<file path="config.mk">
export PLATFORM = sky130hd
export DESIGN_NAME = lcg_bounded_random
export DESIGN_NICKNAME = d
export VERILOG_FILES = /design/src/rtl/core/lcgbr_pkg.sv /design/src/rtl/core/lcgbr_divider.sv /design/src/rtl/core/lcg_bounded_random.sv
export VERILOG_INCLUDE_DIRS = /design/src /design/src/rtl/core
export SDC_FILE = /design/constraint.sdc
export NUM_CORES = 1
export LEC_CHECK = 0
export BUFFER_PORTS_ARGS = -buffer_cell sky130_fd_sc_hd__buf_4
export CORE_MARGIN = 5
export CORE_UTILIZATION = 35
export CTS_BUF_LIST = sky130_fd_sc_hd__clkbuf_8
export CTS_CLUSTER_SIZE = 10
export DETAILED_ROUTE_END_ITERATION = 16
export GPL_TIMING_DRIVEN = 0
export PLACE_DENSITY_LB_ADDON = 0.08
export SETUP_SLACK_MARGIN = 0.05
export SLEW_MARGIN = 20
export SYNTH_ARGS = -nofsm -noshare
export SYNTH_HDL_FRONTEND = slang
export SYNTH_HIERARCHICAL = 1
export SYNTH_SLANG_ARGS = --single-unit
</file>
<file path="constraint.sdc">
create_clock -name i_clk -period 11.3 [get_ports i_clk]
set_input_delay 2.26 -clock i_clk [delete_from_list [all_inputs] [get_ports i_clk]]
set_output_delay 2.26 -clock i_clk [all_outputs]
set_load 0.03 [all_outputs]
</file>
<file path="src/rtl/core/assert_macros.svh">
// Assertion macros for RTL files that check their own logic.
`ifndef ASSERT_MACROS_SVH
`define ASSERT_MACROS_SVH

// Consequent must hold in the same cycle as the antecedent.
`define ASSERT_IMPLIES(label, clk, rst_n, ante, cons) \
    label: assert property (@(posedge clk) disable iff (!rst_n) (ante) |-> (cons)) \
        else $error("same-cycle implication violated");

// Consequent must hold in the cycle after the antecedent.
`define ASSERT_NEXT(label, clk, rst_n, ante, cons) \
    label: assert property (@(posedge clk) disable iff (!rst_n) (ante) |=> (cons)) \
        else $error("next-cycle implication violated");

`endif

</file>
<file path="src/rtl/core/lcgbr_pkg.sv">
// Package with word types and constants of the bounded LCG random generator.
`default_nettype none
package lcgbr_pkg;

    localparam logic [31:0] LCG_MULT          = 32'h015A_4E35;
    localparam logic [31:0] LCG_INC           = 32'd1;
    localparam logic signed [31:0] SMALL_BOUND_LIMIT = 32'sh0000_FFFF;
    localparam int unsigned HIGH_SHIFT        = 16;

    localparam int unsigned DIV_STEPS = 32;
    localparam int unsigned DIV_CNT_W = $clog2(DIV_STEPS);
    localparam logic [DIV_CNT_W-1:0] DIV_LAST = DIV_CNT_W'(DIV_STEPS - 1);

    localparam logic [1:0] MODE_LOAD    = 2'd0;
    localparam logic [1:0] MODE_BOUNDED = 2'd1;
    localparam logic [1:0] MODE_RAW     = 2'd2;

    typedef struct packed {
        logic [1:0]         mode;
        logic [31:0]        seed_value;
        logic signed [31:0] bound;
    } t_in_word;

    typedef struct packed {
        logic signed [31:0] value;
        logic [31:0]        state_word;
        logic [31:0]        draw_count;
    } t_out_word;

endpackage
`default_nettype wire

</file>
<file path="src/rtl/core/lcgbr_divider.sv">
// Iterative restoring divider that returns the remainder, one bit per cycle.
`default_nettype none
module lcgbr_divider (
    input  wire logic        i_clk,
    input  wire logic        i_rst_n,
    input  wire logic        i_start,
    input  wire logic [31:0] i_dividend,
    input  wire logic [31:0] i_divisor,
    output logic             o_done,
    output logic [31:0]      o_remainder
);
    import lcgbr_pkg::*;

    logic                 r_busy;
    logic                 r_done;
    logic [DIV_CNT_W-1:0] r_step;
    logic [31:0]          r_rem;
    logic [31:0]          r_dvd;
    logic [31:0]          r_dvs;

    logic [31:0] rem_sh;
    logic [32:0] diff;
    logic [31:0] n_rem;

    // The partial remainder stays below the divisor, which is below 2^31,
    // so the shifted value always fits in 32 bits.
    always_comb begin
        rem_sh = {r_rem[30:0], r_dvd[31]};
        diff   = {1'b0, rem_sh} - {1'b0, r_dvs};
        n_rem  = diff[32] ? rem_sh : diff[31:0];
    end

    always_ff @(posedge i_clk) begin
        if (!i_rst_n) begin
            r_busy <= 1'b0;
            r_done <= 1'b0;
        end else begin
            r_done <= 1'b0;
            if (i_start) begin
                r_busy <= 1'b1;
                r_step <= '0;
                r_rem  <= '0;
                r_dvd  <= i_dividend;
                r_dvs  <= i_divisor;
            end else if (r_busy) begin
                r_rem  <= n_rem;
                r_dvd  <= {r_dvd[30:0], 1'b0};
                r_step <= r_step + 1'b1;
                if (r_step == DIV_LAST) begin
                    r_busy <= 1'b0;
                    r_done <= 1'b1;
                end
            end
        end
    end

    assign o_done      = r_done;
    assign o_remainder = r_rem;

endmodule
`default_nettype wire

</file>
<file path="src/rtl/core/lcg_bounded_random.sv">
// Bounded 32-bit linear congruential random generator, top level.
//
// Input channel (i_in_valid / o_in_ready / i_in_word) takes one word per item:
// a seed load, a raw draw or a bounded draw. Output channel (o_out_valid /
// i_out_ready / o_out_word) returns exactly one word per item with the drawn
// value, the generator state and the count of advances since the last load.
// Only one item is in flight; o_in_ready is high while the sequencer is idle.
// A seed load, an unused mode or a bounded draw with a bound that is not
// positive goes from ST_IDLE straight to ST_DONE; a raw draw passes through
// ST_MUL, ST_ADD and ST_SETUP first, and a bounded draw then waits in ST_DIV
// for the remainder divider, which settles one bit per cycle over 32 bits.
// The output word sits in a register: the next item is accepted while it
// waits, and a finished item holds in its last step until the register frees.
// Reset clears the generator state and the draw count to zero and empties
// the output register.
`default_nettype none
`include "assert_macros.svh"
module lcg_bounded_random (
    input  wire logic                  i_clk,
    input  wire logic                  i_rst_n,
    input  wire logic                  i_in_valid,
    output logic                       o_in_ready,
    input  wire lcgbr_pkg::t_in_word   i_in_word,
    output logic                       o_out_valid,
    input  wire logic                  i_out_ready,
    output lcgbr_pkg::t_out_word       o_out_word
);
    import lcgbr_pkg::*;

    typedef enum logic [5:0] {
        ST_IDLE  = 6'b000001,
        ST_MUL   = 6'b000010,
        ST_ADD   = 6'b000100,
        ST_SETUP = 6'b001000,
        ST_DIV   = 6'b010000,
        ST_DONE  = 6'b100000
    } t_state;

    t_state             r_st;
    logic [31:0]        r_state;
    logic [31:0]        r_count;
    logic [31:0]        r_prod;
    logic [1:0]         r_mode;
    logic signed [31:0] r_bound;
    logic               r_neg;
    logic signed [31:0] r_value;
    logic               r_out_valid;
    t_out_word          r_out;

    logic        in_accept;
    logic [31:0] raw_abs;
    logic        small_bound;
    logic        div_start;
    logic [31:0] div_dividend;
    logic        div_done;
    logic [31:0] div_rem;

    assign in_accept = i_in_valid && o_in_ready;
    assign o_in_ready = (r_st == ST_IDLE);

    // The absolute value of 0x80000000 wraps back to itself, which is the
    // required raw result. Read as unsigned it is also the right magnitude.
    always_comb begin
        raw_abs      = r_state[31] ? (32'd0 - r_state) : r_state;
        small_bound  = (r_bound < SMALL_BOUND_LIMIT);
        div_dividend = small_bound ? (raw_abs >> HIGH_SHIFT) : raw_abs;
        div_start    = (r_st == ST_SETUP) && (r_mode == MODE_BOUNDED);
    end

    lcgbr_divider u_divider (
        .i_clk       (i_clk),
        .i_rst_n     (i_rst_n),
        .i_start     (div_start),
        .i_dividend  (div_dividend),
        .i_divisor   (r_bound),
        .o_done      (div_done),
        .o_remainder (div_rem)
    );

    always_ff @(posedge i_clk) begin
        if (!i_rst_n) begin
            r_st        <= ST_IDLE;
            r_state     <= '0;
            r_count     <= '0;
            r_out_valid <= 1'b0;
        end else begin
            // In the last step the output register is refilled directly.
            if (o_out_valid && i_out_ready && r_st != ST_DONE) begin
                r_out_valid <= 1'b0;
            end
            unique case (r_st)
                ST_IDLE: begin
                    if (in_accept) begin
                        r_mode  <= i_in_word.mode;
                        r_bound <= i_in_word.bound;
                        r_value <= '0;
                        if (i_in_word.mode == MODE_LOAD) begin
                            r_state <= i_in_word.seed_value;
                            r_count <= '0;
                            r_st    <= ST_DONE;
                        end else if (i_in_word.mode == MODE_RAW ||
                                     (i_in_word.mode == MODE_BOUNDED &&
                                      i_in_word.bound > 32'sd0)) begin
                            r_st <= ST_MUL;
                        end else begin
                            r_st <= ST_DONE;
                        end
                    end
                end
                ST_MUL: begin
                    r_prod <= r_state * LCG_MULT;
                    r_st   <= ST_ADD;
                end
                ST_ADD: begin
                    r_state <= r_prod + LCG_INC;
                    r_count <= r_count + 32'd1;
                    r_st    <= ST_SETUP;
                end
                ST_SETUP: begin
                    r_neg <= raw_abs[31];
                    if (r_mode == MODE_BOUNDED) begin
                        r_st <= ST_DIV;
                    end else begin
                        r_value <= raw_abs;
                        r_st    <= ST_DONE;
                    end
                end
                ST_DIV: begin
                    if (div_done) begin
                        // Only the most negative raw number has a negative
                        // dividend; the truncating remainder takes its sign.
                        r_value <= r_neg ? (32'sd0 - div_rem) : div_rem;
                        r_st    <= ST_DONE;
                    end
                end
                ST_DONE: begin
                    if (!r_out_valid || i_out_ready) begin
                        r_out_valid      <= 1'b1;
                        r_out.value      <= r_value;
                        r_out.state_word <= r_state;
                        r_out.draw_count <= r_count;
                        r_st             <= ST_IDLE;
                    end
                end
                default: begin
                    r_st <= ST_IDLE;
                end
            endcase
        end
    end

    assign o_out_valid = r_out_valid;
    assign o_out_word  = r_out;

    `ASSERT_IMPLIES(a_div_done_in_div, i_clk, i_rst_n, div_done, r_st == ST_DIV)
    `ASSERT_IMPLIES(a_rem_below_bound, i_clk, i_rst_n, div_done, div_rem < r_bound)
    `ASSERT_NEXT(a_load_clears_count, i_clk, i_rst_n, in_accept && i_in_word.mode == MODE_LOAD, r_count == 32'd0)
    `ASSERT_NEXT(a_advance_counts, i_clk, i_rst_n, r_st == ST_ADD, r_count == $past(r_count) + 32'd1)

endmodule
`default_nettype wire

</file>
* After elaboration in Yosys (flattened, before gate mapping)
Cells that the tools add are included.
** Storage, ports and cells
- Output and inout port bits :: 98
- Bits in registers :: 369
- Input port bits :: 70
** Cells by class
- Mux-type cells :: 32
- Bitwise logic cells :: 2
- Reductions and logical operators :: 22
- Multipliers :: 1
- Equality and inequality tests :: 16
- Magnitude comparators :: 2
- Add/subtract/negate cells :: 6
** Operators with widths (number)
- $mux 32 :: 14
- $pmux 32 s2 :: 2
- $pmux 32 s3 :: 1
- $add 32x1->32 const B :: 2
- $sub 1x32->32 const A :: 2
- $mux 6 :: 6
- $pmux 6 s6 :: 1
- $sub 32x32->33 :: 1
- $gt 32x1->1 const B :: 1
- $lt 32x17->1 const B :: 1
- $mul 32x25->32 const B :: 1
- $reduce_and 3->1 :: 4
- $reduce_and 2->1 :: 4
- $mux 1 :: 7
- $eq 6x1->1 const B :: 1
- $eq 6x2->1 const B :: 1
- $eq 6x3->1 const B :: 1
- $eq 6x4->1 const B :: 1
- $eq 6x5->1 const B :: 1
- $eq 6x6->1 const B :: 1
- $ne 2x1->1 const B :: 3
- $ne 6x6->1 const B :: 1
- $add 5x1->5 const B :: 1
- $eq 5x5->1 const B :: 1
- other kinds (13) :: 22

* Logic depth before layout (Yosys ltp)
- Word-level depth :: 7
- Mapped depth :: 24

* Hierarchy
Netlist, hierarchy kept.
** Modules (own cells, without submodules)
- lcg_bounded_random :: instances 1, cells an instance 1831, seq. area each 7277.0 um^2, area each 19861.5 um^2
- lcgbr_divider :: instances 1, cells an instance 523, seq. area each 3072.9 um^2, area each 5809.3 um^2

* Least setup slack after synthesis
No wires, ideal clock.
- Kind :: input -> register
- Start :: input port i_rst_n
- End :: register r_out (netlist bit o_out_word[0]), enable pin
- Library setup time :: 551 ps
- Path slack :: 4186 ps
- Buffers on the path :: 1
- Stages on the path :: 3
- Arrival :: 6563 ps
- Path through :: clkbuf_1 nand2_1 nor2_1
** Between the ends
- Longest elaborated chain between the ends :: 1
** Ends and longest elaborated chain
- from (decl) :: RTL line lcg_bounded_random.sv:20 : input wire logic i_rst_n,
- $reduce_and 3->1 (no source line)
- to (decl) :: RTL line lcg_bounded_random.sv:48 : t_out_word r_out;
No other way between the ends.
A chain may end at the register's enable or synchronous reset.

* Worst setup path after layout
- Start :: register r_state[9]
- End :: register r_prod[30] (data pin)
** Between the ends
- Longest elaborated chain between the ends :: 1
** Ends and longest elaborated chain
- from (decl) :: RTL line lcg_bounded_random.sv:40 : logic [31:0] r_state;
- from (signal assigned) :: RTL line lcg_bounded_random.sv:98 : r_state <= i_in_word.seed_value;
- from (signal assigned) :: RTL line lcg_bounded_random.sv:115 : r_state <= r_prod + LCG_INC;
- $mul 32x25->32 :: RTL line lcg_bounded_random.sv:111 : r_prod <= r_state * LCG_MULT;
- to (signal assigned) :: RTL line lcg_bounded_random.sv:111
- to (decl) :: RTL line lcg_bounded_random.sv:42 : logic [31:0] r_prod;
No other way between the ends.

==> impl_metrics.yaml <==
synth:
  ys_ff_latch: 369
  synthArstFlopShare_pct: 0
  synth_top_area_cell: "edfxtp_1"
  synth-edff-count: 296
  synthesis.area_mm2: 0.0257
  synthCells: 2354
  ys_seq_area_share_pct: 40.3
  synth_top_area_share_pct: 34.6
  post_synth_num_cell_types: 73
  synth_area_per_cell_um2: 10.9
  synth-main-ff-cell: "edfxtp_1"
  syn_nets: 2840
  yosysWarnings: 6
  synth_area_leaders: "edfxtp_1, fa_1, ha_1, inv_1, dfxtp_1"
place:
  place_congestion: 0.874
  portBuffers: 167
  dp_hpwl_um: 60600
  placedInstanceArea_mm2: 0.0284
sta:
  hold_violations: 0
  fin_tns_setup_ns: 0
  hold_ws_ns: 0.416
  maxSlewViolCount: 0
  rsz0062_at_grt: "false"
  clock.fmax_mhz: 131
  clock_skew_ns: 0.0428
  finalSetupViolCount: 0
  period_share_pct: 67.4
  tightest_slew_ns: 0.997
  min_period_ns: 7.61
  maxSlewHeadroom_pct: 33.4
cells_and_area:
  post-route-util_pct: 40.8
  finalInstanceArea_mm2: 0.0297
  area_delta_synth_final_pct: 15.7
  drive_gt1_share_pct: 13.4
  final_net_count: 3089
power:
  pwr-share-clk_pct: 34.4
  p_total_mw: 3.75
  vdd_drop_max_uv: 63.1
  pwr-share-comb_pct: 23.7
  powerDensity_mw_per_mm2: 126
  p_leak_nw: 12.7
  power_switching_mw: 1.18
  p_seq_share_pct: 41.9
  p_int_mw: 2.58
  switching_share_pct: 31.4
critical_path:
  end_kind: "flop"
  max_stage_delay_ns: 0.86
  crit_chain: "inv_1 > ha_1 > fa_1 > inv_1 > fa_1 > inv_1 > ha_1 > inv_1 > fa_1 > inv_1 > fa_1 > inv_1 > fa_1 > inv_1 > ha_1 > clkbuf_1 > a21o_1 > a21oi_1 > a31o_2 > a311oi_1 > a31o_2 > a41oi_1 > a2111o_1 > o311ai_0"
  worst-path-buf-inv: 8
  critPathTopFamily: "adder cells"
  startpoint_type: "flop"
  critPathSlowestCell: "dfxtp_1"
  worstSetupPathType: "reg -> reg"
  critPathArrivalTime_ns: 8.01
  crit_path_frequent_cell: "inv_1"
  required_ns: 11.70
  crit_fanout: 10
min_path:
  hp-class: "reg -> reg"
clock_network:
  clockRootBuffer: "clkbuf_8"
  postCtsSetupRepairBufs: 0
  cts_hold_buf: 0
  htree_num_levels: 3
  cts_buffers: 68
  cts_tree: "yes"
  cts.sinks: 369
  worstSkewPairLatency_ns: 0.66
  clkTransAtPathRegs_ns: 0.05
  cts_resized: 0
  cts.path.max_buffers: 3
global_routing:
  track_usage_pct: 19.3
  grt_pass1_wl_um: 116000
  grt_max_degree: 50
  antenna_found_initial: 3
  grt_pass1_vias: 18500
  overflow: 0
floorplan:
  start_util_pct: 35.2
  row_count: 99
  die_area_mm2: 0.0789
  die_x_um: 281
  core-area_mm2: 0.0728
  io_pins: 168
  die_h_um: 281
detailed_routing:
  drt-initial-drc-count: 1107
  drc: 0
  drt-vias-per-instance: 4.94
  drt-pass1-iter-count: 5
  wl_um: 75700
  wl_per_cell_um: 20.9
  num_vias: 17900
  antenna_left: 0
job:
  max_cap_violations: 0
status:
  status: "completed"
-- power groups by stage --
stage | Combinational [mW] | Sequential, mW | Clock (mW)
after floorplan | 0.600 | 1.58 | 0
final | 0.891 | 1.57 | 1.29
after CTS | 0.902 | 1.57 | 1.34
after detailed placement | 0.877 | 1.60 | 0
after global placement | 0.879 | 1.60 | 0
after global routing | 1.01 | 1.57 | 1.40
-- cells in the mapped netlist, types with 26 or more instances --
cell type  count
a211oi_1      35
a21oi_1      100
clkbuf_1      40
dfxtp_1       73
edfxtp_1     296
fa_1         170
ha_1         246
inv_1        424
mux2_2        38
mux2i_1       37
nand2_1      148
nand3_1       47
nand4_1       26
nor2_1       126
o21ai_0       54
o22ai_1       33
xnor2_1      104
xor2_1        88
-- cells in the final DEF, fill, tap and decap left out, types with 54 or more instances in the layout --
| cell | instances |
|---|---|
| a21oi_1 | 100 |
| buf_4 | 171 |
| clkbuf_8 | 71 |
| dfxtp_1 | 73 |
| edfxtp_1 | 296 |
| fa_1 | 170 |
| ha_1 | 246 |
| inv_1 | 442 |
| nand2_1 | 148 |
| nor2_1 | 125 |
| o21ai_0 | 54 |
| xnor2_1 | 104 |
| xor2_1 | 88 |
-- worst register-to-register path, stage by stage (launching register included) --
cell and delay [ns]:
dfxtp_1 0.86, inv_1 0.35, ha_1 0.48, fa_1 0.53, inv_1 0.05, fa_1 0.43, inv_1 0.07, ha_1 0.14
inv_1 0.05, fa_1 0.53, inv_1 0.05, fa_1 0.47, inv_1 0.05, fa_1 0.54, inv_1 0.05, ha_1 0.29
clkbuf_1 0.26, a21o_1 0.20, a21oi_1 0.05, a31o_2 0.22, a311oi_1 0.63, a31o_2 0.32, a41oi_1 0.19, a2111o_1 0.45
o311ai_0 0.14
-- flip-flops by register name, summed over array words and instances (netlist names) --
register,flops
o_out_word,96
u_divider/r_step,5
r_value,32
u_divider/o_remainder,32
r_count,32
r_neg,1
o_out_valid,1
r_mode,2
u_divider/r_dvs,32
r_prod,32
r_st,6
u_divider/o_done,1
u_divider/r_busy,1
u_divider/r_dvd,32
r_state,32
r_bound,32
-- cell families (layout without fill, tap and decap cells) --
kind of cell             count (synthesis)  after routing  share of synthesized area (%)
AND/OR/NAND/NOR                        483            483                           9.12
flip-flops                             369            369                           40.3
buffers and inverters                  482            783                           7.24
AO/OA/AOI/OAI                          337            337                           8.41
XOR/XNOR                               192            192                           6.55
other                                    0              1                              0
multiplexers                            75             75                           3.11
adder cells (fa/ha/maj)                416            416                           25.2
-- metal layers --
metal | up-vias | track usage (%) | part of all wire (%)
met1 | 8803 | 29.1 | 50
met3 | 96 | 2.95 | 5.1
met5 | - | 0 | 0
li1 | 8517 | - | -
met4 | 0 | 5.62 | 2.5
met2 | 442 | 28.8 | 43
-- metrics by stage --
stage / std cells / setup slack (ns)
after floorplan: 2354 / 4.19
after global placement: 3480 / 1.24
after detailed placement: 3492 / 3.71
after CTS: 3614 / 3.61
after global routing: 3615 / 3.43
final: 3615 / 3.69
-- area by class of cell --
class | instances | area (um^2)
fillers | 7207 | 43100
flip-flops and latches | 369 | 10300
clock inverters | 51 | 364
diodes | 1 | 2.50
clock buffers | 71 | 977
multi-input cells | 1503 | 13500
inverters | 424 | 1590
plain buffers | 58 | 267
repair buffers | 179 | 1450
well taps | 959 | 1200
-- final timing paths --
check / to / slack [ns] / start / depth (start not counted)
max: r_prod[30] / 3.69 / r_state[9] / 24
min: o_out_word[80] / 0.42 / r_value[16] / 0
max reg2reg: r_prod[30] / 3.69 / r_state[9] / 24
min reg2reg: o_out_word[80] / 0.42 / r_value[16] / 0
(Power assumes the default switching activity.)
